--- config.mk ---
export PLATFORM = sky130hd
export DESIGN_NAME = cca_front
export DESIGN_NICKNAME = d
export VERILOG_FILES = /design/src/design/cca_pkg.sv /design/src/design/cca_front.sv
export SDC_FILE = /design/constraint.sdc
export NUM_CORES = 1
export LEC_CHECK = 0
export BUFFER_PORTS_ARGS = -buffer_cell sky130_fd_sc_hd__buf_2
export CORE_MARGIN = 4
export CORE_UTILIZATION = 25
export DETAILED_ROUTE_END_ITERATION = 7
export GPL_TIMING_DRIVEN = 0
export REMOVE_ABC_BUFFERS = 1
export SLEW_MARGIN = 20
export SYNTH_ARGS = -nofsm -noshare
export SYNTH_HDL_FRONTEND = slang
export SYNTH_SLANG_ARGS = --single-unit
--- constraint.sdc ---
create_clock -name clk -period 14.4 [get_ports clk]
set_input_delay 0 -clock clk [delete_from_list [all_inputs] [get_ports clk]]
set_output_delay 0 -clock clk [all_outputs]
set_load 0.02 [all_outputs]
--- src/design/cca_pkg.sv ---
package cca_pkg;

  localparam int CHROMOSOMES = 2;
  localparam int POSITIONS   = 32768;

  localparam int CHROM_W       = 1;
  localparam int POS_W         = 15;
  localparam int LEN_W         = 28;
  localparam int CODE_W        = 4;
  localparam int DEPTH_W       = 16;
  localparam int CURSOR_W      = 32;
  localparam int ADDR_W        = CHROM_W + POS_W;
  localparam int DEPTH_ENTRIES = CHROMOSOMES * POSITIONS;

  localparam int FIFO_DEPTH = 4;
  localparam int FIFO_PTR_W = $clog2(FIFO_DEPTH);
  localparam int FIFO_CNT_W = $clog2(FIFO_DEPTH + 1);

  localparam int CFG_IDX_W  = 2;
  localparam int CFG_DATA_W = 15;

  localparam logic [CFG_IDX_W-1:0] CFG_REGION_ENABLE = 2'd0;
  localparam logic [CFG_IDX_W-1:0] CFG_REGION_LOW    = 2'd1;
  localparam logic [CFG_IDX_W-1:0] CFG_REGION_HIGH   = 2'd2;

  localparam logic OP_ELEMENT = 1'b0;
  localparam logic OP_READOUT = 1'b1;

  localparam logic [CODE_W-1:0] CIGAR_M  = 4'd0;
  localparam logic [CODE_W-1:0] CIGAR_I  = 4'd1;
  localparam logic [CODE_W-1:0] CIGAR_D  = 4'd2;
  localparam logic [CODE_W-1:0] CIGAR_N  = 4'd3;
  localparam logic [CODE_W-1:0] CIGAR_S  = 4'd4;
  localparam logic [CODE_W-1:0] CIGAR_H  = 4'd5;
  localparam logic [CODE_W-1:0] CIGAR_P  = 4'd6;
  localparam logic [CODE_W-1:0] CIGAR_EQ = 4'd7;
  localparam logic [CODE_W-1:0] CIGAR_X  = 4'd8;

  localparam logic [DEPTH_W-1:0] DEPTH_MAX = '1;

  typedef struct packed {
    logic              operation;
    logic              first_element;
    logic [CHROM_W-1:0] chromosome;
    logic [POS_W-1:0]  read_start;
    logic [CODE_W-1:0] cigar_code;
    logic [LEN_W-1:0]  cigar_length;
    logic [POS_W-1:0]  position;
  } in_item_t;

  typedef struct packed {
    logic [CHROM_W-1:0] out_chromosome;
    logic [POS_W:0]     out_position;
    logic [DEPTH_W-1:0] depth;
    logic               covered;
  } out_item_t;

  typedef enum logic {
    CMD_SPAN = 1'b0,
    CMD_READ = 1'b1
  } cmd_kind_t;

  // A span covers positions lo up to hi - 1; a read-out uses lo as its position.
  typedef struct packed {
    cmd_kind_t          kind;
    logic [CHROM_W-1:0] chrom;
    logic [POS_W-1:0]   lo;
    logic [POS_W:0]     hi;
    logic               hit;
  } cmd_t;

endpackage

--- src/design/cca_front.sv ---
module cca_front (
  input  logic                           clk,
  input  logic                           rst_n,
  input  logic                           in_valid,
  output logic                           in_ready,
  input  cca_pkg::in_item_t              in_data,
  input  logic                           cfg_we,
  input  logic [cca_pkg::CFG_IDX_W-1:0]  cfg_index,
  input  logic [cca_pkg::CFG_DATA_W-1:0] cfg_data,
  input  logic                           clearing,
  input  logic                           q_full,
  output logic                           q_push,
  output cca_pkg::cmd_t                  q_entry
);

  logic                          region_enable_r;
  logic [cca_pkg::POS_W-1:0]     region_low_r;
  logic [cca_pkg::POS_W-1:0]     region_high_r;
  logic [cca_pkg::CURSOR_W-1:0]  cursor_r;
  logic [cca_pkg::CURSOR_W-1:0]  cursor_nxt;
  logic [cca_pkg::CURSOR_W-1:0]  base;
  logic [cca_pkg::CURSOR_W:0]    sum;
  logic [cca_pkg::CURSOR_W:0]    lo_c;
  logic [cca_pkg::CURSOR_W:0]    hi_c;
  logic                          is_count;
  logic                          is_move;
  logic                          chrom_ok;
  logic                          pos_ok;
  logic                          span_ok;
  logic                          accept;

  assign in_ready = !clearing && !q_full;
  assign accept   = in_valid && in_ready;

  always_comb begin
    base     = in_data.first_element ? cca_pkg::CURSOR_W'(in_data.read_start) : cursor_r;
    sum      = {1'b0, base} + (cca_pkg::CURSOR_W + 1)'(in_data.cigar_length);
    is_count = in_data.cigar_code inside {cca_pkg::CIGAR_M, cca_pkg::CIGAR_EQ, cca_pkg::CIGAR_X};
    is_move  = is_count ||
               (in_data.cigar_code inside {cca_pkg::CIGAR_D, cca_pkg::CIGAR_N, cca_pkg::CIGAR_P});
    chrom_ok = 32'(in_data.chromosome) < cca_pkg::CHROMOSOMES;
    pos_ok   = 32'(in_data.position) < cca_pkg::POSITIONS;

    // Clip the span to the window and, when enabled, to the region.
    lo_c = {1'b0, base};
    hi_c = (sum > (cca_pkg::CURSOR_W + 1)'(cca_pkg::POSITIONS)) ?
           (cca_pkg::CURSOR_W + 1)'(cca_pkg::POSITIONS) : sum;
    if (region_enable_r) begin
      if (lo_c < (cca_pkg::CURSOR_W + 1)'(region_low_r)) begin
        lo_c = (cca_pkg::CURSOR_W + 1)'(region_low_r);
      end
      if (hi_c > (cca_pkg::CURSOR_W + 1)'(region_high_r) + 1'b1) begin
        hi_c = (cca_pkg::CURSOR_W + 1)'(region_high_r) + 1'b1;
      end
    end
    span_ok = chrom_ok && (lo_c < hi_c);

    if (is_move) begin
      cursor_nxt = sum[cca_pkg::CURSOR_W] ? '1 : sum[cca_pkg::CURSOR_W-1:0];
    end else begin
      cursor_nxt = base;
    end

    q_entry.chrom = in_data.chromosome;
    if (in_data.operation == cca_pkg::OP_READOUT) begin
      q_entry.kind = cca_pkg::CMD_READ;
      q_entry.lo   = in_data.position;
      q_entry.hi   = '0;
      q_entry.hit  = chrom_ok && pos_ok;
      q_push       = accept;
    end else begin
      q_entry.kind = cca_pkg::CMD_SPAN;
      q_entry.lo   = lo_c[cca_pkg::POS_W-1:0];
      q_entry.hi   = hi_c[cca_pkg::POS_W:0];
      q_entry.hit  = 1'b1;
      q_push       = accept && is_count && span_ok;
    end
  end

  always_ff @(posedge clk) begin
    if (!rst_n) begin
      region_enable_r <= 1'b0;
      region_low_r    <= '0;
      region_high_r   <= '1;
      cursor_r        <= '0;
    end else begin
      if (cfg_we) begin
        case (cfg_index)
          cca_pkg::CFG_REGION_ENABLE: region_enable_r <= cfg_data[0];
          cca_pkg::CFG_REGION_LOW:    region_low_r    <= cfg_data[cca_pkg::POS_W-1:0];
          cca_pkg::CFG_REGION_HIGH:   region_high_r   <= cfg_data[cca_pkg::POS_W-1:0];
          default: ;
        endcase
      end
      if (accept && in_data.operation == cca_pkg::OP_ELEMENT) begin
        cursor_r <= cursor_nxt;
      end
    end
  end

  a_no_accept_while_clearing: assert property (@(posedge clk) disable iff (!rst_n)
    clearing |-> !accept)
    else $error("item accepted during the clearing pass");

  a_span_in_window: assert property (@(posedge clk) disable iff (!rst_n)
    (q_push && q_entry.kind == cca_pkg::CMD_SPAN) |->
      ({1'b0, q_entry.lo} < q_entry.hi &&
       32'(q_entry.hi) <= cca_pkg::POSITIONS))
    else $error("queued span is empty or leaves the window");

endmodule

# [Word level (Yosys, flattened, before mapping)]
# Cells that the tools add are included.
[word_totals] wordCells=44 output_inout_bits=36 input_bits=88 regBits=63
[op_classes] muxes=11 magnitude_cmp=4 reduce_logical=15 bitwise_logic=1 n_addsub=2 eq_ne=7
[op_table] operator="$mux 32" n=5
[op_table] operator="$mux 33" n=4
[op_table] operator="$add 32x28->33" n=1
[op_table] operator="$gt 33x16->1 const B" n=1
[op_table] operator="$gt 33x33->1" n=1
[op_table] operator="$lt 33x33->1" n=1
[op_table] operator="$lt 32x15->1" n=1
[op_table] operator="$add 15x1->16 const B" n=1
[op_table] operator="$eq 4x2->1 const B" n=2
[op_table] operator="$eq 4x3->1 const B" n=2
[op_table] operator="$reduce_and 2->1" n=3
[op_table] operator="$reduce_bool 3->1" n=2
[op_table] operator="$logic_and 1x1->1" n=5
[op_table] operator="$eq 4x4->1 const B" n=1
[op_table] operator="$logic_not 4->1" n=1
[op_table] operator="$eq 2x1->1 const B" n=1
[op_table] operator="$eq 2x2->1 const B" n=1
[op_table] operator="$logic_not 1->1" n=2
[op_table] operator="$logic_not 2->1" n=1
[op_table] operator="$mux 1" n=2
[op_table] operator="$logic_or 1x1->1" n=1
[op_table] operator="$not 1->1" n=1

# [Depth between registers and ports, before layout]
# Gate-level depths: netlist of the first run.
[depth] ltp_word=10 mapped_depth=39 ltp_nobuf=31

# [Worst setup path before layout of the first run]
# Ideal clock, no wire load.
[synth_path] path_type="input -> output" startpoint="in in_data[63] (netlist name)" endpoint="out q_push" cell_stages=36 arrival_time_ns=7.489 path_buffers=6 required_ns=14.400 path_slack_ns=6.911 path_cell_list="clkbuf_1 -> clkbuf_1 -> mux2_2 -> fa_1 -> a211oi_2 -> o21bai_1 -> a221oi_2 -> o21ai_1 -> a211oi_2 -> o21bai_1 -> or4_4 -> nor4_4 -> nand3_2 -> buf_6 -> buf_2 -> nor2_1 -> ha_1 -> a21o_1 -> a21o_1 -> a21oi_1 -> o21ai_0 -> a21oi_1 -> nand2b_1 -> buf_1 -> clkbuf_1 -> nand2_1 -> o22a_1 -> ha_1 -> a21o_1 -> a21o_1 -> a21oi_1 -> o221ai_1 -> a21oi_1 -> o31a_1 -> o21ai_0 -> a21oi_1"
[synth_between] elab_chain_cells=10 word_cells_on_any_way=13 classes_between="1 x add/sub; 4 x order compare; 7 x mux; 1 x reduce/logical"
[synth_rtl] element="start: declaration" line="cca_front.sv:6" text="input cca_pkg::in_item_t in_data,"
[synth_rtl] element="$mux 32 (*)" line="cca_front.sv:36" text="base = in_data.first_element ? cca_pkg::CURSOR_W'(in_data.read_start) : cursor_r;"
[synth_rtl] element="$add 32x28->33" line="cca_front.sv:37" text="sum = {1'b0, base} + (cca_pkg::CURSOR_W + 1)'(in_data.cigar_length);"
[synth_rtl] element="$gt 33x16->1" line="cca_front.sv:46" text="hi_c = (sum > (cca_pkg::CURSOR_W + 1)'(cca_pkg::POSITIONS)) ?"
[synth_rtl] element="$mux 33" line="cca_front.sv:46"
[synth_rtl] element="$gt 33x33->1" line="cca_front.sv:52" text="if (hi_c > (cca_pkg::CURSOR_W + 1)'(region_high_r) + 1'b1) begin"
[synth_rtl] element="$mux 33" line="cca_front.sv:52"
[synth_rtl] element="$mux 33" line="cca_front.sv:48" text="if (region_enable_r) begin"
[synth_rtl] element="$lt 33x33->1 (*)" line="cca_front.sv:56" text="span_ok = chrom_ok && (lo_c < hi_c);"
[synth_rtl] element="$logic_and 1x1->1 (*)" line="cca_front.sv:76" text="q_push = accept && is_count && span_ok;"
[synth_rtl] element="$mux 1 (*)" line="cca_front.sv:65" text="if (in_data.operation == cca_pkg::OP_READOUT) begin"
[synth_rtl] element="end: declaration" line="cca_front.sv:12" text="output logic q_push,"
# Mark *: on every way between the ends. The rest lies on a longest branch, timed or not.

# [Final worst setup path of the first run]
# Ends and elaborated chain as after synthesis.

==> results of run 1 <==
==> area by class of cell <==
class                           count  area (um2)
Clock buffer                       13         260
Timing Repair Buffer              140         827
Fill cell                        3191       20000
Inverter                           31         116
Sequential cell                    63        1260
Tap cell                          384         480
Clock inverter                      3        65.1
Multi-Input combinational cell    873        5720
==> state kept, by name, indices dropped and copies added, names as in the netlist <==
register	count
cursor_r	32
region_enable_r	1
region_high_r	15
region_low_r	15
==> cell usage after synthesis (4+ instances only) <==
library cell and instances:
buf_2 6, and4_1 4, o41ai_2 5, and3_1 14
nor3_1 11, o21bai_1 4, a21o_1 26, o211ai_1 5
ha_1 90, nor2_1 66, nor4_1 7, nor2b_1 38
and2_1 5, nand3_1 43, nand4_1 16, o31a_1 5
xnor2_1 16, or3_1 5, o22ai_1 4, a41oi_1 5
nand2_1 183, o21ai_0 37, clkbuf_1 45, o21ai_1 6
o221ai_1 18, a31oi_1 6, or4_1 6, dfxtp_1 63
o21a_1 7, buf_1 5, xor2_1 22, inv_1 30
o32ai_1 7, mux2_2 15, o22a_1 8, nand2b_1 11
a21oi_1 107, a211oi_1 6, a211oi_2 4
==> metrics by stage <==
stage,power [uW],setup slack [ps],hold slack (ps),std cells
detailed placement,401,4660,0.137,1476
CTS,650,4620,0.137,1507
global route,681,4120,0.118,1507
global placement,396,4080,0.137,1471
floorplan,327,6940,0,967
finish,648,4910,0.0435,1507
==> routing by layer <==
metal / track usage / vias up / part of all wire
met1: 0.217 / 3631 / 0.47
met5: 0 / - / 0
li1: - / 3878 / -
met4: 0.0285 / 0 / 0.011
met3: 0.0295 / 19 / 0.071
met2: 0.250 / 239 / 0.45
==> cell families after synthesis <==
family	Yosys count
and+or+nand+nor	423
AOI/OAI and AO/OA	287
buffers and inverters	93
adders and majority gates	91
DFF	63
xor gates and xnor gates	38
muxes	17
other	1
==> worst max-delay path, delay by kind of cell <==
| kind | cells | cell delay, ps |
|---|---|---|
| and+or+nand+nor | 10 | 2910 |
| AOI/OAI and AO/OA | 15 | 3600 |
| buffers and inverters | 4 | 1230 |
| muxes | 1 | 470 |
| adders and majority gates | 4 | 1230 |
==> worst max path at each step <==
| stage | to | slack [ps] | depth (start not counted) |
|---|---|---|---|
| floorplan | q_push | 6940 | 29 |
| global placement | q_push | 4080 | 32 |
| detailed placement | q_push | 4660 | 33 |
| CTS | q_push | 4620 | 33 |
| global route | q_push | 4120 | 32 |
| finish | q_push | 4910 | 34 |
==> power by group through the flow <==
stage	Combinational, uW	Clock (uW)	Sequential (uW)
after CTS	217	249	184
after floorplan	140	0	186
after detailed placement	213	0	188
after global placement	209	0	188
after global routing	242	254	185
final	218	246	184
==> repair_timing <==
| action | CTS | global route |
|---|---|---|
| endpoints found under the hold margin | 31 | 0 |
| hold buffers | 15 | 0 |
| setup endpoints to repair | 0 | 0 |
==> flow_metrics.env, run 1 <==
export IMPL_rr_endpoint="cursor_r[2]"
export IMPL_gp_congestion=0.928
export IMPL_area_growth_pct=19.7
export IMPL_synth_area_um2=7290
export IMPL_yosys_warnings=0
export IMPL_io_pins=124
export IMPL_reg2reg_depth=12
export IMPL_critPathLaunchType="primary input"
export IMPL_cts_buffers=9
export IMPL_p_leak_uw=0.00385
export IMPL_numPortBuffers=120
export IMPL_period_share=0.659
export IMPL_synthCells=1013
export IMPL_p_int_uw=419
export IMPL_synth_cell_types=77
export IMPL_drt_total_wl_um=25300
export IMPL_min_delay_start="in_data[62]"
export IMPL_cts_max_level=3
export IMPL_slowest_stage="buf_2"
export IMPL_postPlaceCellArea_um2=8250
export IMPL_combPwrFrac=0.337
export IMPL_async_flop_share=0
export IMPL_cts_tree="yes"
export IMPL_finalSetupTns_ps=0
export IMPL_antenna_diode_count=0
export IMPL_fin_crit_ps=9490
export IMPL_netlist_top_cells_area="dfxtp_1, ha_1, nand2_1"
export IMPL_grt_pass1_vias=7287
export IMPL_p_switching_uw=229
export IMPL_yosysSeqAreaShare=0.173
export IMPL_clockBufferDepth=2
export IMPL_rsz0062_at_grt="false"
export IMPL_slowest_delay_ps=780
export IMPL_grt_max_degree=53
export IMPL_final_common_cell="nand2_1"
export IMPL_overflow=0
export IMPL_finalNetCount=1297
export IMPL_cp_startpoint="in_data[63]"
export IMPL_drv_slew=0
export IMPL_antenna_found_initial=1
export IMPL_p_clk_frac=0.379
export IMPL_grt_pass1_wl_um=39200
export IMPL_ir_drop_mv=0.0521
export IMPL_worstMarginPinSlew_ps=1080
export IMPL_fmax_mhz=105
export IMPL_crit_path_end_kind="output pin"
export IMPL_drv_cap=0
export IMPL_whs_endpoint="q_entry[32]"
export IMPL_drc_errors=0
export IMPL_synth_top_cell_by_area="dfxtp_1"
export IMPL_final_hold_viol_count=0
export IMPL_reg2reg_from="cursor_r[14]"
export IMPL_cts_root_buf="clkbuf_16"
export IMPL_worstPathArrival_ps=9490
export IMPL_fin_util=0.303
export IMPL_p_per_area_nw_per_um2=74.2
export IMPL_fin_skew_ps=7.34
export IMPL_dp_hpwl_um=20300
export IMPL_rows=62
export IMPL_path_class="in2out"
export IMPL_synth_top_family_by_area="simple AND/OR/NAND/NOR gates"
export IMPL_hp_class="in2out"
export IMPL_setup_violations=0
export IMPL_synth_edf_count=0
export IMPL_initial_core_util=0.253
export IMPL_synth_seq_cells=63
export IMPL_cts_setup_buffers=0
export IMPL_synth_compound_area_frac=0.267
export IMPL_syn_avg_cell_area_um2=7.20
export IMPL_relSlewSlack=0.283
export IMPL_synthSimpleGateAreaFrac=0.277
export IMPL_cts_resized_gates=0
export IMPL_first_iter_violations=529
export IMPL_synth_xor_area_frac=0.0456
export IMPL_ys_flop_type="dfxtp_1"
export IMPL_fin_area_um2=8730
export IMPL_synth_top_area_share=0.173
export IMPL_synth_mux_area_frac=0.0259
export IMPL_firstDrtPassIters=5
export IMPL_vias=7767
export IMPL_final_layout_size_suffix_gt1_frac=0.165
export IMPL_antenna_left=0
export IMPL_final_cell_mix="nand2_1, buf_2, a21oi_1, ha_1, nor2_1"
export IMPL_yosys_area_share_adder=0.157
export IMPL_die_w_um=179
export IMPL_die_h_um=179
export IMPL_clk_latency_ps=340
export IMPL_core_area_um2=28800
export IMPL_die_area_um2=32000
export IMPL_p_seq_frac=0.284
export IMPL_clkSinkCount=63
export IMPL_reg2reg_slack_ps=10100
export IMPL_outcome="completed"
export IMPL_wl_per_cell_um=16.8
export IMPL_track_usage=0.155
export IMPL_vias_per_cell=5.15
export IMPL_worstHoldPathCells=0
export IMPL_switching_share=0.353
export IMPL_worst_ep_required_time_ps=14400
export IMPL_crit_fanout=52
Note: power is estimated with default switching activity, not from simulation.
==> run 2, diff against run 1 <==
==> constraint.sdc (replaced) <==
create_clock -name clk -period 9.9 [get_ports clk]
set_input_delay 0 -clock clk [delete_from_list [all_inputs] [get_ports clk]]
set_output_delay 0 -clock clk [all_outputs]
set_load 0.02 [all_outputs]
==> run 2 against run 1 <==
  * Register-to-register slack lost 4500 ps
  * First-iteration DRC count rose by 7.9%
  * Clock skew up 0.75 ps
  * Critical endpoint unchanged
  * Critical path type unchanged
  * Sequential power grew 46%
  * Core utilization about the same
  * Highest routed layer unchanged
  * Combinational power grew 46%
  * Worst setup slack worse by 4000 ps
  * Largest power group unchanged
  * Largest cell class unchanged
  * Global-route usage unchanged
==> flow_metrics.env, run 2 (synthesis gave the netlist of run 1 again) <==
export IMPL_rows=62
export IMPL_track_usage=0.155
export IMPL_worstPathArrival_ps=9020
export IMPL_grt_pass1_vias=7287
export IMPL_initial_core_util=0.253
export IMPL_drc_errors=0
export IMPL_p_seq_frac=0.284
export IMPL_drv_cap=0
export IMPL_reg2reg_depth=12
export IMPL_path_class="in2out"
export IMPL_io_pins=124
export IMPL_final_cell_mix="nand2_1, buf_2, a21oi_1, ha_1, nor2_1"
export IMPL_slowest_delay_ps=580
export IMPL_hp_class="in2out"
export IMPL_p_clk_frac=0.378
export IMPL_grt_pass1_wl_um=39200
export IMPL_overflow=0
export IMPL_first_iter_violations=571
export IMPL_antenna_left=0
export IMPL_fin_skew_ps=8.09
export IMPL_switching_share=0.353
export IMPL_die_h_um=179
export IMPL_cts_max_level=3
export IMPL_largest_register="cursor_r"
export IMPL_p_switching_uw=333
export IMPL_crit_fanout=52
export IMPL_clkSinkCount=63
export IMPL_final_hold_viol_count=0
export IMPL_die_area_um2=32000
export IMPL_die_w_um=179
export IMPL_cts_buffers=9
export IMPL_multi_input_area_um2=5730
export IMPL_p_leak_uw=0.00385
export IMPL_worstMarginPinSlew_ps=905
export IMPL_antenna_found_initial=1
export IMPL_numPortBuffers=120
export IMPL_largest_reg_flops=32
export IMPL_fin_util=0.304
export IMPL_area_growth_pct=19.8
export IMPL_cts_root_buf="clkbuf_16"
export IMPL_top_regs="cursor_r x32, region_high_r x15, region_low_r x15"
export IMPL_slowest_stage="nand2b_2"
export IMPL_nFillCells=3189
export IMPL_clockBufferDepth=2
export IMPL_whs_ps=0.0435
export IMPL_vias_per_cell=5.15
export IMPL_grt_max_degree=53
export IMPL_setup_violations=0
export IMPL_wl_per_cell_um=16.8
export IMPL_ff_latch_area_um2=1260
export IMPL_final_common_cell="nand2_1"
export IMPL_combPwrFrac=0.338
export IMPL_p_int_uw=610
export IMPL_core_area_um2=28800
export IMPL_dp_hpwl_um=20300
export IMPL_ir_drop_mv=0.0758
export IMPL_relSlewSlack=0.392
export IMPL_p_per_area_nw_per_um2=108
export IMPL_antenna_diode_count=0
export IMPL_worst_ep_required_time_ps=9900
export IMPL_period_share=0.911
export IMPL_worstHoldPathCells=0
export IMPL_finalNetCount=1297
export IMPL_fmax_mhz=111
export IMPL_clk_latency_ps=340
export IMPL_crit_path_end_kind="output pin"
export IMPL_fin_crit_ps=9020
export IMPL_final_layout_size_suffix_gt1_frac=0.165
export IMPL_drt_total_wl_um=25300
export IMPL_critPathLaunchType="primary input"
export IMPL_vias=7768
export IMPL_drv_slew=0
export IMPL_cts_tree="yes"
export IMPL_cts_setup_buffers=0
export IMPL_gp_congestion=0.928
export IMPL_rsz0062_at_grt="false"
export IMPL_outcome="completed"
export IMPL_firstDrtPassIters=5
## run 2: changes by cell type in the layout (fill, tap and decap cells not counted)
cell and delta:
nand3_2 -1, buf_2 -1, clkbuf_4 +1, nand3_4 +1
## run 2: worst max-delay path, delay by kind of cell
kind / cells / cell delay [ps]
adder cells (fa/ha/maj): 4 / 1220
buffers and inverters: 4 / 980
multiplexers: 1 / 460
AND/OR/NAND/NOR: 10 / 2680
AO/OA/AOI/OAI: 15 / 3670
## run 2: final timing paths
| check | startpoint | to | slack (ps) |
|---|---|---|---|
| worst min register to register | cursor_r[4] | cursor_r[4] | 450 |
| worst max-delay path | in_data[63] | q_push | 880 |
| worst min-delay path | in_data[62] | q_entry[32] | 0.04 |
| worst max register to register | cursor_r[14] | cursor_r[2] | 5600 |
## run 2: what timing repair did
item,CTS,global route
gates resized for setup,0,2
hold endpoints to repair,31,0
hold buffers,15,0
setup endpoints to repair,0,1
## run 2: layer usage
metal  part of all wire  global-route usage  up-vias
met5                  0                   0        -
met4              0.013              0.0285        0
met3              0.066              0.0295       20
met2               0.45               0.250      249
met1               0.47               0.217     3609
li1                   -                   -     3890
## run 2: layout make-up
class                   count  share of cell area
flip-flops and latches     63               0.144
well taps                 384              0.0550
clock buffers              13              0.0298
multi-input cells         873               0.655
inverters                  31              0.0133
repair buffers            140              0.0949
clock inverters             3             0.00744
## run 2: through the flow
step	total power (uW)	setup WS, ps	TNS [ps]	instance area [um2]	cells
after detailed placement	583	159	0	8250	1476
after global placement	576	-425	-425	8160	1471
after floorplan	475	2440	0	7080	967
final	943	882	0	8740	1507
after global routing	991	214	0	8740	1507
after CTS	945	124	0	8730	1507
## run 2: power by group through the flow
| stage | clock [uW] | combinational, uW | sequential [uW] |
|---|---|---|---|
| 3_5_place_dp | 0 | 309 | 273 |
| 3_3_place_gp | 0 | 303 | 273 |
| 6_report | 357 | 319 | 268 |
| 2_1_floorplan | 0 | 204 | 271 |
| 5_1_grt | 369 | 353 | 269 |
| 4_1_cts | 362 | 316 | 268 |
