**config.mk**
```make
export PLATFORM = sky130hd
export DESIGN_NAME = cca_fifo
export DESIGN_NICKNAME = d
export VERILOG_FILES = /design/src/design/cca_pkg.sv /design/src/design/cca_fifo.sv
export SDC_FILE = /design/constraint.sdc
export NUM_CORES = 1
export LEC_CHECK = 0
export BUFFER_PORTS_ARGS = -buffer_cell sky130_fd_sc_hd__buf_4
export CAP_MARGIN = 20
export CELL_PAD_IN_SITES_DETAIL_PLACEMENT = 1
export CELL_PAD_IN_SITES_GLOBAL_PLACEMENT = 1
export CORE_AREA = 2 2 110 102
export DETAILED_ROUTE_END_ITERATION = 12
export DIE_AREA = 0 0 112 104
export PLACE_DENSITY = 0.85
export SYNTH_ARGS = -nofsm -noshare
export SYNTH_HDL_FRONTEND = slang
export SYNTH_SLANG_ARGS = --single-unit
```
**constraint.sdc**
```tcl
create_clock -name clk -period 3.75 [get_ports clk]
set_input_delay 0.375 -clock clk [delete_from_list [all_inputs] [get_ports clk]]
set_output_delay 0.375 -clock clk [all_outputs]
set_load 0.05 [all_outputs]
```
**src/design/cca_pkg.sv**
```systemverilog
package cca_pkg;

  localparam int CHROMOSOMES = 2;
  localparam int POSITIONS   = 32768;

  localparam int CHROM_W       = 1;
  localparam int POS_W         = 15;
  localparam int LEN_W         = 28;
  localparam int CODE_W        = 4;
  localparam int DEPTH_W       = 16;
  localparam int CURSOR_W      = 32;
  localparam int ADDR_W        = CHROM_W + POS_W;
  localparam int DEPTH_ENTRIES = CHROMOSOMES * POSITIONS;

  localparam int FIFO_DEPTH = 4;
  localparam int FIFO_PTR_W = $clog2(FIFO_DEPTH);
  localparam int FIFO_CNT_W = $clog2(FIFO_DEPTH + 1);

  localparam int CFG_IDX_W  = 2;
  localparam int CFG_DATA_W = 15;

  localparam logic [CFG_IDX_W-1:0] CFG_REGION_ENABLE = 2'd0;
  localparam logic [CFG_IDX_W-1:0] CFG_REGION_LOW    = 2'd1;
  localparam logic [CFG_IDX_W-1:0] CFG_REGION_HIGH   = 2'd2;

  localparam logic OP_ELEMENT = 1'b0;
  localparam logic OP_READOUT = 1'b1;

  localparam logic [CODE_W-1:0] CIGAR_M  = 4'd0;
  localparam logic [CODE_W-1:0] CIGAR_I  = 4'd1;
  localparam logic [CODE_W-1:0] CIGAR_D  = 4'd2;
  localparam logic [CODE_W-1:0] CIGAR_N  = 4'd3;
  localparam logic [CODE_W-1:0] CIGAR_S  = 4'd4;
  localparam logic [CODE_W-1:0] CIGAR_H  = 4'd5;
  localparam logic [CODE_W-1:0] CIGAR_P  = 4'd6;
  localparam logic [CODE_W-1:0] CIGAR_EQ = 4'd7;
  localparam logic [CODE_W-1:0] CIGAR_X  = 4'd8;

  localparam logic [DEPTH_W-1:0] DEPTH_MAX = '1;

  typedef struct packed {
    logic              operation;
    logic              first_element;
    logic [CHROM_W-1:0] chromosome;
    logic [POS_W-1:0]  read_start;
    logic [CODE_W-1:0] cigar_code;
    logic [LEN_W-1:0]  cigar_length;
    logic [POS_W-1:0]  position;
  } in_item_t;

  typedef struct packed {
    logic [CHROM_W-1:0] out_chromosome;
    logic [POS_W:0]     out_position;
    logic [DEPTH_W-1:0] depth;
    logic               covered;
  } out_item_t;

  typedef enum logic {
    CMD_SPAN = 1'b0,
    CMD_READ = 1'b1
  } cmd_kind_t;

  // A span covers positions lo up to hi - 1; a read-out uses lo as its position.
  typedef struct packed {
    cmd_kind_t          kind;
    logic [CHROM_W-1:0] chrom;
    logic [POS_W-1:0]   lo;
    logic [POS_W:0]     hi;
    logic               hit;
  } cmd_t;

endpackage

```
**src/design/cca_fifo.sv**
```systemverilog
module cca_fifo (
  input  logic          clk,
  input  logic          rst_n,
  input  logic          push,
  input  cca_pkg::cmd_t push_data,
  output logic          full,
  input  logic          pop,
  output logic          pop_valid,
  output cca_pkg::cmd_t pop_data
);

  cca_pkg::cmd_t                   mem_r [cca_pkg::FIFO_DEPTH];
  logic [cca_pkg::FIFO_PTR_W-1:0]  wr_ptr_r;
  logic [cca_pkg::FIFO_PTR_W-1:0]  rd_ptr_r;
  logic [cca_pkg::FIFO_CNT_W-1:0]  count_r;
  logic                            do_push;
  logic                            do_pop;

  assign full      = count_r == cca_pkg::FIFO_CNT_W'(cca_pkg::FIFO_DEPTH);
  assign pop_valid = count_r != '0;
  assign pop_data  = mem_r[rd_ptr_r];
  assign do_push   = push && !full;
  assign do_pop    = pop && pop_valid;

  always_ff @(posedge clk) begin
    if (do_push) begin
      mem_r[wr_ptr_r] <= push_data;
    end
  end

  always_ff @(posedge clk) begin
    if (!rst_n) begin
      wr_ptr_r <= '0;
      rd_ptr_r <= '0;
      count_r  <= '0;
    end else begin
      if (do_push) begin
        wr_ptr_r <= wr_ptr_r + 1'b1;
      end
      if (do_pop) begin
        rd_ptr_r <= rd_ptr_r + 1'b1;
      end
      case ({do_push, do_pop})
        2'b10:   count_r <= count_r + 1'b1;
        2'b01:   count_r <= count_r - 1'b1;
        default: ;
      endcase
    end
  end

  a_no_overflow: assert property (@(posedge clk) disable iff (!rst_n)
    !(push && full))
    else $error("command pushed into a full queue");

  a_no_underflow: assert property (@(posedge clk) disable iff (!rst_n)
    !(pop && !pop_valid))
    else $error("command popped from an empty queue");

endmodule

```
# Word level (Yosys, flattened, before mapping)
# Memories as Yosys holds them, arrays and structs flattened. A register that Yosys moved wholly into a read port is not among the register bits.
# Cells that the tools add are included.
# classes
add_sub_neg	4
eq_ne	3
muxes	5
n_reduce_logical	5
# ops
cell	n
$pmux 3 s2	1
$add 2x1->2 const B	2
$mux 2	2
$add 3x1->3 const B	1
$eq 3x3->1 const B	1
$reduce_bool 3->1	1
$sub 3x1->3 const B	1
$eq 2x1->1 const B	1
$eq 2x2->1 const B	1
$logic_and 1x1->1	2
$mux 1	2
$reduce_bool 2->1	1
$logic_not 1->1	1
# word_totals
ff_bits	7
ram_bits	136
mem_count	1
output_inout_bits	36
wordCells	21
inputBits	38
# mem_list
memory	depth	width	read_ports	rd_ports_with_merged_regs	wr	line_no	source
mem_r	4	34	1	1	1	cca_fifo.sv:12	cca_pkg::cmd_t mem_r [cca_pkg::FIFO_DEPTH];

# Depth between registers and ports, before layout
# Gate-level depths: netlist of the first run.
# logic_depth
word_depth	5
ltp_mapped	10
mapped_depth_nobuf	9

# Worst setup path after synthesis of the first run
# Ideal clock, no wire load.
# synth_timing
kind	register to register
startpoint	reg count_r[2] (netlist name)
endpoint	reg count_r[2] (netlist name)
arrival_time_ps	2554
required_time_ps	3674
synth_period_minus_slack_ps	2630
n_path_buf	1
stages_incl_launch_ff	11
slack_ps	1120
setup_time_ps	76
path_cell_list	dfxtp_1 -> nor3b_2 -> nor2b_1 -> buf_2 -> inv_1 -> ha_1 -> inv_1 -> fa_1 -> xor2_1 -> or3_1 -> a21boi_0
# synth_via
elab_chain_cells	5
word_cells_on_any_way	11
classes_between	add/sub (2); eq/ne (3); mux (1); reduce/logical (5)
# synth_lines
element	line_no	source
start: declaration	cca_fifo.sv:15	logic [cca_pkg::FIFO_CNT_W-1:0] count_r;
start signal: assignment	cca_fifo.sv:44	2'b10: count_r <= count_r + 1'b1;
start signal: assignment	cca_fifo.sv:45	2'b01: count_r <= count_r - 1'b1;
$eq 3x3->1 (*)	cca_fifo.sv:19	assign full = count_r == cca_pkg::FIFO_CNT_W'(cca_pkg::FIFO_DEPTH);
via full	cca_fifo.sv:6	output logic full,
$logic_not 1->1 (*)	cca_fifo.sv:22	assign do_push = push && !full;
$logic_and 1x1->1 (*)	cca_fifo.sv:22	
$eq 2x1->1 or $eq 2x2->1 (tied branches)	cca_fifo.sv:43	case ({do_push, do_pop})
$pmux 3 s2 or $reduce_bool 2->1 (tied branches)	n/a	
# The timed path passes the listed nets; every way through them passes the cells marked *.
# A chain may end at the register's enable or synchronous reset.

==> run metrics, run 1 <==
Fin. Hold Viols=0; Int Pwr=between 3 and 4 mW; Worst Max-Slew Pin Slew=0.976 ns; Worst R2R Setup Slack=about 1.5 ns; post-synthesis mux area share=14.7%; Worst Min Path Start=push_data[23]; first-pass GRT wire length=16000 µm; Worst-path clk slew=0.06 ns; setup TNS=0 ns; Crit Path Max Fanout=14; Setup Crit Path Kind=flop to primary output; post-route minimum period=2.54 ns; Clock power frac=30.5%; cells taking the most area after synthesis=edfxtp_1, mux4_2, dfxtp_1; clock tree root driver cell=clkbuf_16; DIE AREA=11600 µm²; most frequent cells in the layout=edfxtp_1, buf_4, mux4_2; Antenna diodes=0; Rows=36; Total Routing Usage GR=18.9%; Starting DRT DRC Count=between 100 and 150; Final Setup Violations=0; outcome=finished, final reports clean; Hold Path Class=input port to flop; # port buffers=73; core area=10500 µm²; post-cts resize count=0; share of cells above drive strength 1=44.0%; Hold Buf Count CTS=0; Compound-Gate Fraction of Synth Area=0.780%; Placed Cells=428; commonest non-fill, non-tap cell in the layout=edfxtp_1; Clock Tree Buf Depth=2; Pwr per Cell Area=795 nW/µm²; synth unique cells=23; Post-DRT Antenna Nets=0; final WL=between 10000 and 15000 µm; Layout area overhead=22.4%; Max Clk Rate=0.393 GHz; Placer Congestion=about 0.67; final non-filler cell total=460; CTS tree=done; Simple-Gate Fraction of Synth Area=a little under 2%; Rel. slew slack=34.9%; vias per cell=5.51; vias in the first global route=2782; fin crit share=67.8%; largest family of logic cells by synthesized area=multiplexers; final setup margin=1.21 ns; Worst-Skew Late Latency=0.41 ns; total chip power=~5.3 mW; # H-tree levels=4; Max VDD drop=0.000555 V; final core occ=between 60% and 70%; initial antenna violation count=0; yosys warns=0; clock tree sinks=145; DIE HEIGHT=104 µm; io pins=74; Syn Area/Cell=23.7 µm²; wire length per cell=approximately 23 µm; Synth Cell Area=5450 µm²; RSZ-0062 raised after global routing=false; placed cell area=about 6100 µm²; sequential share of the synthesized area=78.2%; DRT Pass-1 Iters=6; vias=2533; Max-Cap Viols=0; Gate Count Post-Synth=230; Worst Path Arrival=2.17 ns; DP Wirelength=between 6000 and 7000 µm; CP Capture Type=primary output; switch share=32.7%; sequential share of power=about two fifths; Synth Area in Adders=1.51%; post-synthesis register bit count=around 150; Num CTS Buffers=17; share of the synthesized area in the top cell type=roughly three quarters; Clock Skew=0.00939 ns; die width=approximately 110 µm; setup repair bufs after CTS=0; total grt overflow=0; Lkg Pwr=about 2.3 nW; Gate power share=30.3%; dpl ws=1.47 ns; Syn Nets=about 270; Startpoint Class=flop; P_sw=approximately 1.7 mW; Residual DRC=0; Max Transition Viols Final=0; nets@finish=approximately 360; Crit path required time=3.38 ns; XOR/XNOR Fraction of Synth Area=0.642%; cell taking the most area after synthesis=edfxtp_1; Final Instance Area=~6700 µm²; Initial Utilization=51.7%; Hold Slack=0.166 ns; worst r2r src=count_r[1]; largest net degree at the start of global routing=35
-- layout make-up --
class	instances	area, µm²
timing repair buffer	75	563
fill	878	3860
inverter	6	22.5
clock buffer	23	509
clock inverter	9	76.3
multi-input combinational	69	1070
tap	133	166
sequential	145	4270
-- critical path, cell delays in order, from the launching register on --
cell	delay, ns
dfxtp_2	0.60
buf_4	0.38
mux4_2	0.57
buf_4	0.21
-- path summary, 6_finish.rpt --
kind | cells after the start | to
worst max register to register | 3 | mem_r[0][31]
worst max-delay path | 3 | pop_data[20]
worst min-delay path | 1 | mem_r[2][23]
worst min register to register | 2 | wr_ptr_r[0]
-- synth_stat cells --
cell type	n
a21boi_0	1
and2_1	7
buf_12	3
buf_2	4
buf_6	1
clkbuf_1	2
dfxtp_1	9
edfxtp_1	136
fa_1	1
ha_1	5
inv_1	6
mux2i_1	2
mux4_1	4
mux4_2	30
nand2_1	5
nor2b_1	3
nor3b_2	1
o21ai_0	2
o311ai_2	1
o31a_1	1
or3_1	2
xnor2_1	3
xor2_1	1
-- power by group through the flow --
| stage | Sequential [mW] | Clock, mW | Combinational (mW) |
|---|---|---|---|
| finish | 2.08 | 1.62 | 1.61 |
| global route | 2.10 | 1.72 | 1.69 |
| CTS | 2.08 | 1.65 | 1.63 |
| detailed placement | 2.12 | 0 | 1.63 |
| global placement | 2.10 | 0 | 1.60 |
| floorplan | 2.03 | 0 | 1.30 |
-- flip-flops by register name (all words and copies together), names as in the netlist, named ones only --
signal / count
rd_ptr_r: 2
mem_r: 136
count_r: 3
wr_ptr_r: 2
-- layer usage --
metal | vias up | GRT usage, % | wire length, µm
met5 | - | 0 | 0
met4 | 0 | 6.18 | 61
li1 | 1123 | - | -
met3 | 6 | 4.95 | 568
met1 | 1308 | 25.0 | 4350
met2 | 96 | 31.1 | 5410
-- cells by family (layout without fill, tap and decap cells) --
kind of cell             count (synthesis)  count (layout)
AO/OA/AOI/OAI                            5               5
XOR/XNOR                                 4               4
buffers and inverters                   16             113
adder cells (fa/ha/maj)                  6               6
multiplexers                            36              36
flip-flops                             145             145
AND/OR/NAND/NOR                         18              18
(Power assumes the default switching activity.)
==> inputs of run 2 (changes only) <==
ABC_AREA = 1   (was default)
CORE_AREA = 2 2 124 114   (was 2 2 110 102)
DIE_AREA = 0 0 126 116   (was 0 0 112 104)
PLACE_DENSITY = 0.77   (was 0.85)
clock period = 2.1 ns   (was 3.75 ns; I/O delays follow)
==> run metrics, run 2 <==
outcome=finished, final reports clean; Max Clk Rate=0.491 GHz; Clock Tree Buf Depth=2 (unchanged); wire length per cell=19.3 µm (-15%); cell taking the most area after synthesis=edfxtp_1; initial antenna violation count=0 (unchanged); Initial Utilization=41.8% (-10 points); Starting DRT DRC Count=205 (+64%); Syn Area/Cell=13.9 µm² (-41%); clock tree root driver cell=clkbuf_16; # H-tree levels=4 (unchanged); DIE AREA=14600 µm² (+25%); vias per cell=5.29 (-4.0%); Lkg Pwr=2.65 nW (+15%); Syn Nets=442 (+61%); Worst-path clk slew=0.06 ns (about the same); nets@finish=558 (+56%); CP Capture Type=primary output; Num CTS Buffers=17 (unchanged); DP Wirelength=7960 µm (+25%); Setup Crit Path Kind=flop to primary output; Layout area overhead=31.3%; die width=126 µm (+13%); core area=13200 µm² (+25%); Rows=40 (+11%); most frequent cell after synthesis=edfxtp_1; post-route minimum period=2.04 ns; most frequent cells after synthesis=edfxtp_1, nor2_1, o21ai_0, o22ai_1, inv_1; DIE HEIGHT=116 µm (+12%); final WL=13400 µm (+29%); Async SR Flop Fraction=0% (unchanged); Hold Path Class=input port to flop; Max VDD drop=0.000652 V (+17%); commonest non-fill, non-tap cell in the layout=edfxtp_1; final non-filler cell total=694 (+51%); Antenna diodes=0 (unchanged); RSZ-0062 raised after global routing=true; Top Registers=mem_r (136), count_r (3); Residual DRC=0 (unchanged); vias in the first global route=3950 (+42%); Gate Count Post-Synth=398 (+73%); clock tree sinks=145 (unchanged); total grt overflow=0 (unchanged); Fin. Hold Viols=0 (unchanged); DRT Pass-1 Iters=4 (-2); Final Instance Area=7250 µm² (+8.6%); Placed Cells=632 (+48%); Total Routing Usage GR=19.3% (+0.35 points); share of the synthesized area in the top cell type=74.0% (-0.92 points); vias=3670 (+45%); Crit path required time=1.89 ns (-1.49 ns); Worst Max-Slew Pin Slew=0.349 ns (-0.627 ns); fin crit share=between 90% and 100%; Placer Congestion=0.742 (+10%); synth unique cells=19 (-17%); Post-DRT Antenna Nets=0 (unchanged); share of cells above drive strength 1=23.4% (-21 points); first-pass GRT wire length=20900 µm (+30%); Final Setup Violations=0 (unchanged); Max Transition Viols Final=0 (unchanged); Post-synth top flop=edfxtp_1; Worst R2R Path Depth=13 (+10); total chip power=9.91 mW (+87%); Max-Cap Viols=0 (unchanged); hold path cells=1 (unchanged); Startpoint Class=flop; Synth Cell Area=5520 µm² (+1.2%); Pwr per Cell Area=1370 nW/µm² (+72%); sequential share of the synthesized area=77.2% (-0.96 points); Worst Path Arrival=1.83 ns (-0.34 ns); Largest Register=mem_r; Hold Slack=0.0191 ns (-0.147 ns); io pins=74 (unchanged); Post-synth EDFFs=136 (unchanged); Rel. slew slack=76.5% (+42 points); Clock Skew=0.00973 ns (+0.000338 ns); most frequent cells in the layout=edfxtp_1, buf_4, nor2_1; Worst-Skew Late Latency=0.41 ns (about the same); largest net degree at the start of global routing=47 (+34%); max reg flops=136 (unchanged); CTS tree=done; Crit Path Max Fanout=37 (+23); setup repair bufs after CTS=0 (unchanged); cells taking the most area after synthesis=edfxtp_1, o21ai_0, nor2_1; post-synthesis register bit count=145 (unchanged); yosys warns=0 (unchanged); placed cell area=6300 µm² (+3.5%); # port buffers=73 (unchanged)
[run 2: critical path: stages (launching register included)]
cell and delay [ns]:
dfxtp_2 0.35, inv_6 0.23, buf_4 0.24, o21ai_0 0.09, o22ai_1 0.24, buf_4 0.26
[run 2: cell type report]
type                            count  area [µm²]
Clock buffer                       19         433
Clock inverter                     12         190
Fill cell                        1338        5960
Inverter                           19        78.8
Multi-Input combinational cell    213        1080
Sequential cell                   145        4270
Tap cell                          168         210
Timing Repair Buffer              118         995
[run 2: metal layers]
metal / vias up / track usage (%) / routed length, µm / share of wire (%)
li1: 1691 / - / - / -
met1: 1845 / 23.4 / 5850 / 44
met2: 109 / 33.7 / 6720 / 50
met3: 25 / 3.88 / 558 / 4.2
met4: 0 / 8.72 / 265 / 2.0
met5: - / 0 / 0 / 0
[run 2: power breakdown]
group	internal (mW)	switching, mW	leakage, nW	total, mW
Sequential	3.44	0.0923	1.32	3.54
Clock	2.09	1.12	0.304	3.21
Combinational	0.886	2.28	1.02	3.17
[run 2: kinds of logic after synthesis]
kind of cell             share of synthesized area (%)
flip-flops                                        77.2
AO/OA/AOI/OAI                                     10.7
buffers and inverters                             3.78
adder cells (fa/ha/maj)                           1.50
AND/OR/NAND/NOR                                   6.82
[run 2: what timing repair did]
| action | in CTS | in global routing |
|---|---|---|
| gates resized for setup | 3 | 1 |
| hold endpoints to repair | 118 | 0 |
| hold buffers | 31 | 0 |
| endpoints found under the setup margin | 15 | 4 |
[run 2: worst paths after layout]
kind	startpoint	to	slack, ns
setup / recovery	flop	pop_data[14]	0.06
hold / removal	push_data[5]	mem_r[2][5]	0.02
setup reg to reg	count_r[1]	count_r[2]	0.31
hold reg to reg	wr_ptr_r[1]	wr_ptr_r[1]	0.52
[run 2: metrics by stage]
step,TNS (ns),worst slack (ns),utilization [%]
global route,-0.0137,-0.0129,54.9
finish,0,0.0634,54.9
floorplan,-49.68,-0.365,-
detailed placement,0,0.307,47.7
CTS,0,0.0457,54.8
global placement,0,0.399,47.7
==> inputs of run 3 (changes only) <==
ABC_AREA = default   (was 1)
CORE_AREA = 2 2 87 151   (was 2 2 124 114)
DIE_AREA = 0 0 89 153   (was 0 0 126 116)
==> run metrics, run 3 (synthesis gave the netlist of run 1 again) <==
Met1 Routed Length=4070 µm (-30%); Crit path required time=1.89 ns (about the same); Rows=54 (+35%); first-pass GRT wire length=15500 µm (-26%); core area=12400 µm² (-5.9%); Pwr per Cell Area=1360 nW/µm² (-0.62%); Worst-path clk slew=0.06 ns (about the same); Initial Utilization=43.9% (+2.1 points); Antenna diodes=0 (unchanged); Residual DRC=0 (unchanged); die width=89 µm (-29%); Lkg Pwr=2.49 nW (-6.0%); max reg flops=136 (unchanged); most frequent cells in the layout=edfxtp_1, buf_4, dlygate4sd3_1; Crit Path Max Fanout=16 (-57%); outcome=finished, final reports clean; vias per cell=4.85 (-8.3%); Worst-Skew Late Latency=0.41 ns (about the same); Hold Slack=0.0187 ns (-0.000413 ns); Max Transition Viols Final=0 (unchanged); dpl ws=0.0596 ns (-0.247 ns); Placer Congestion=0.713 (-3.9%); clock tree sinks=145 (unchanged); DR WL met3=283 µm (-49%); RSZ-0062 raised after global routing=false; initial antenna violation count=0 (unchanged); Max VDD drop=0.000713 V (+9.3%); Final Setup Violations=0 (unchanged); Worst R2R Setup Slack=0.12 ns (-0.19 ns); filler cell count=1137 (-15%); Setup Crit Path Kind=flop to primary output; Worst Setup EP=pop_data[24]; Hold Path Class=input port to flop; placed cell area=6250 µm² (-0.87%); biggest cell delay along the critical path=0.58 ns (+0.23 ns); Num CTS Buffers=17 (unchanged); Top Registers=mem_r (136), count_r (3); DP Wirelength=6150 µm (-23%); DIE HEIGHT=153 µm (+32%); Clock Skew=0.00589 ns (-0.00384 ns); Startpoint Class=flop; # H-tree levels=4 (unchanged); commonest non-fill, non-tap cell in the layout=edfxtp_1; slowest CP cell=mux4_1; share of cells above drive strength 1=43.5% (+20 points); Largest Register=mem_r; post-route minimum period=1.99 ns (-0.0487 ns); FF-to-FF End=count_r[2]; nets@finish=401 (-28%); crit-path cells=buf_8 -> mux4_1 -> buf_4; vias in the first global route=2860 (-28%); DRT Pass-1 Iters=4 (unchanged); Final Instance Area=7200 µm² (-0.71%); final core occ=57.9% (+3.0 points); hold path cells=1 (unchanged); io pins=74 (unchanged); Rel. slew slack=77.1% (+0.65 points); Fin. Hold Viols=0 (unchanged); final setup margin=0.112 ns (+0.0487 ns); vias=2610 (-29%); Max Clk Rate=0.503 GHz (+2.5%); final WL=9870 µm (-26%); largest net degree at the start of global routing=21 (-55%); Post-DRT Antenna Nets=0 (unchanged); Worst Max-Slew Pin Slew=0.342 ns (-0.00754 ns); Layout area overhead=32.0%; clock tree root driver cell=clkbuf_16; Worst Path Arrival=1.78 ns (-0.05 ns); Met2 Wirelength=5390 µm (-20%); # port buffers=73 (unchanged); Clock Tree Buf Depth=2 (unchanged); Starting DRT DRC Count=73 (-64%); fin crit share=94.7% (-2.3 points); CP Capture Type=primary output; Total Routing Usage GR=15.8% (-3.4 points); total grt overflow=0 (unchanged); setup repair bufs after CTS=0 (unchanged); wire length per cell=18.3 µm (-4.9%); Max-Cap Viols=0 (unchanged); worst r2r src=count_r[2]; Worst R2R Path Depth=9 (-4); DIE AREA=13600 µm² (-6.8%); CTS tree=done; top sig layer=met4
## run 3: cell count changes in the layout (fill, tap and decap cells not counted), moves of 9 or more
cell / previous run / this run
nand2_1: 14 / 5
o22ai_1: 34 / 0
mux4_2: 0 / 30
nor2_1: 74 / 0
o21ai_0: 65 / 1
inv_1: 17 / 4
## run 3: worst min path at each step
stage	slack [ns]	to	from
after floorplan	0.31	mem_r[0][0]	push_data[0]
after global placement	0.41	mem_r[3][4]	push_data[4]
after detailed placement	0.41	mem_r[2][4]	push_data[4]
after CTS	0.003	mem_r[3][30]	push_data[30]
after global routing	0.002	mem_r[3][30]	push_data[30]
final	0.02	mem_r[3][30]	push_data[30]
## run 3: routing by layer
layer / track usage (%) / vias up
met5: 0 / -
li1: - / 1202
met3: 4.43 / 10
met4: 6.18 / 0
met2: 26.8 / 52
met1: 18.9 / 1346
## run 3: critical path: cells and delay by family (launching register included)
| family | cells | cell delay, ns |
|---|---|---|
| buffers and inverters | 2 | 0.42 |
| flip-flops | 1 | 0.36 |
| multiplexers | 1 | 0.58 |
## run 3: timing repair
item | 4_1_cts | 5_1_grt
gates resized for setup | 1 | 2
cloned | 0 | 0
endpoints found under the hold margin | 132 | 0
endpoints found under the setup margin | 5 | 3
hold buffers | 33 | 0
## run 3: final cells by class
| class | instances | area (µm²) | share of cell area [%] |
|---|---|---|---|
| Sequential cell | 145 | 4270 | 59.4 |
| Inverter | 6 | 22.5 | 0.313 |
| Tap cell | 168 | 210 | 2.92 |
| Timing Repair Buffer | 118 | 988 | 13.7 |
| Multi-Input combinational cell | 69 | 1100 | 15.2 |
| Clock inverter | 14 | 179 | 2.49 |
| Clock buffer | 18 | 429 | 5.96 |
## run 3: power breakdown
part	switching [mW]	internal, mW
combinational	1.93	1.19
clock	1.16	1.89
sequential	0.117	3.50
total	3.21	6.58
## run 3: metrics by stage
step / power [mW] / setup TNS (ns) / cells
2_1_floorplan: 5.99 / -0.241 / 230
3_3_place_gp: 6.73 / 0 / 473
3_5_place_dp: 6.78 / 0 / 473
4_1_cts: 9.90 / 0 / 538
5_1_grt: 10.2 / 0 / 538
6_report: 9.78 / 0 / 538
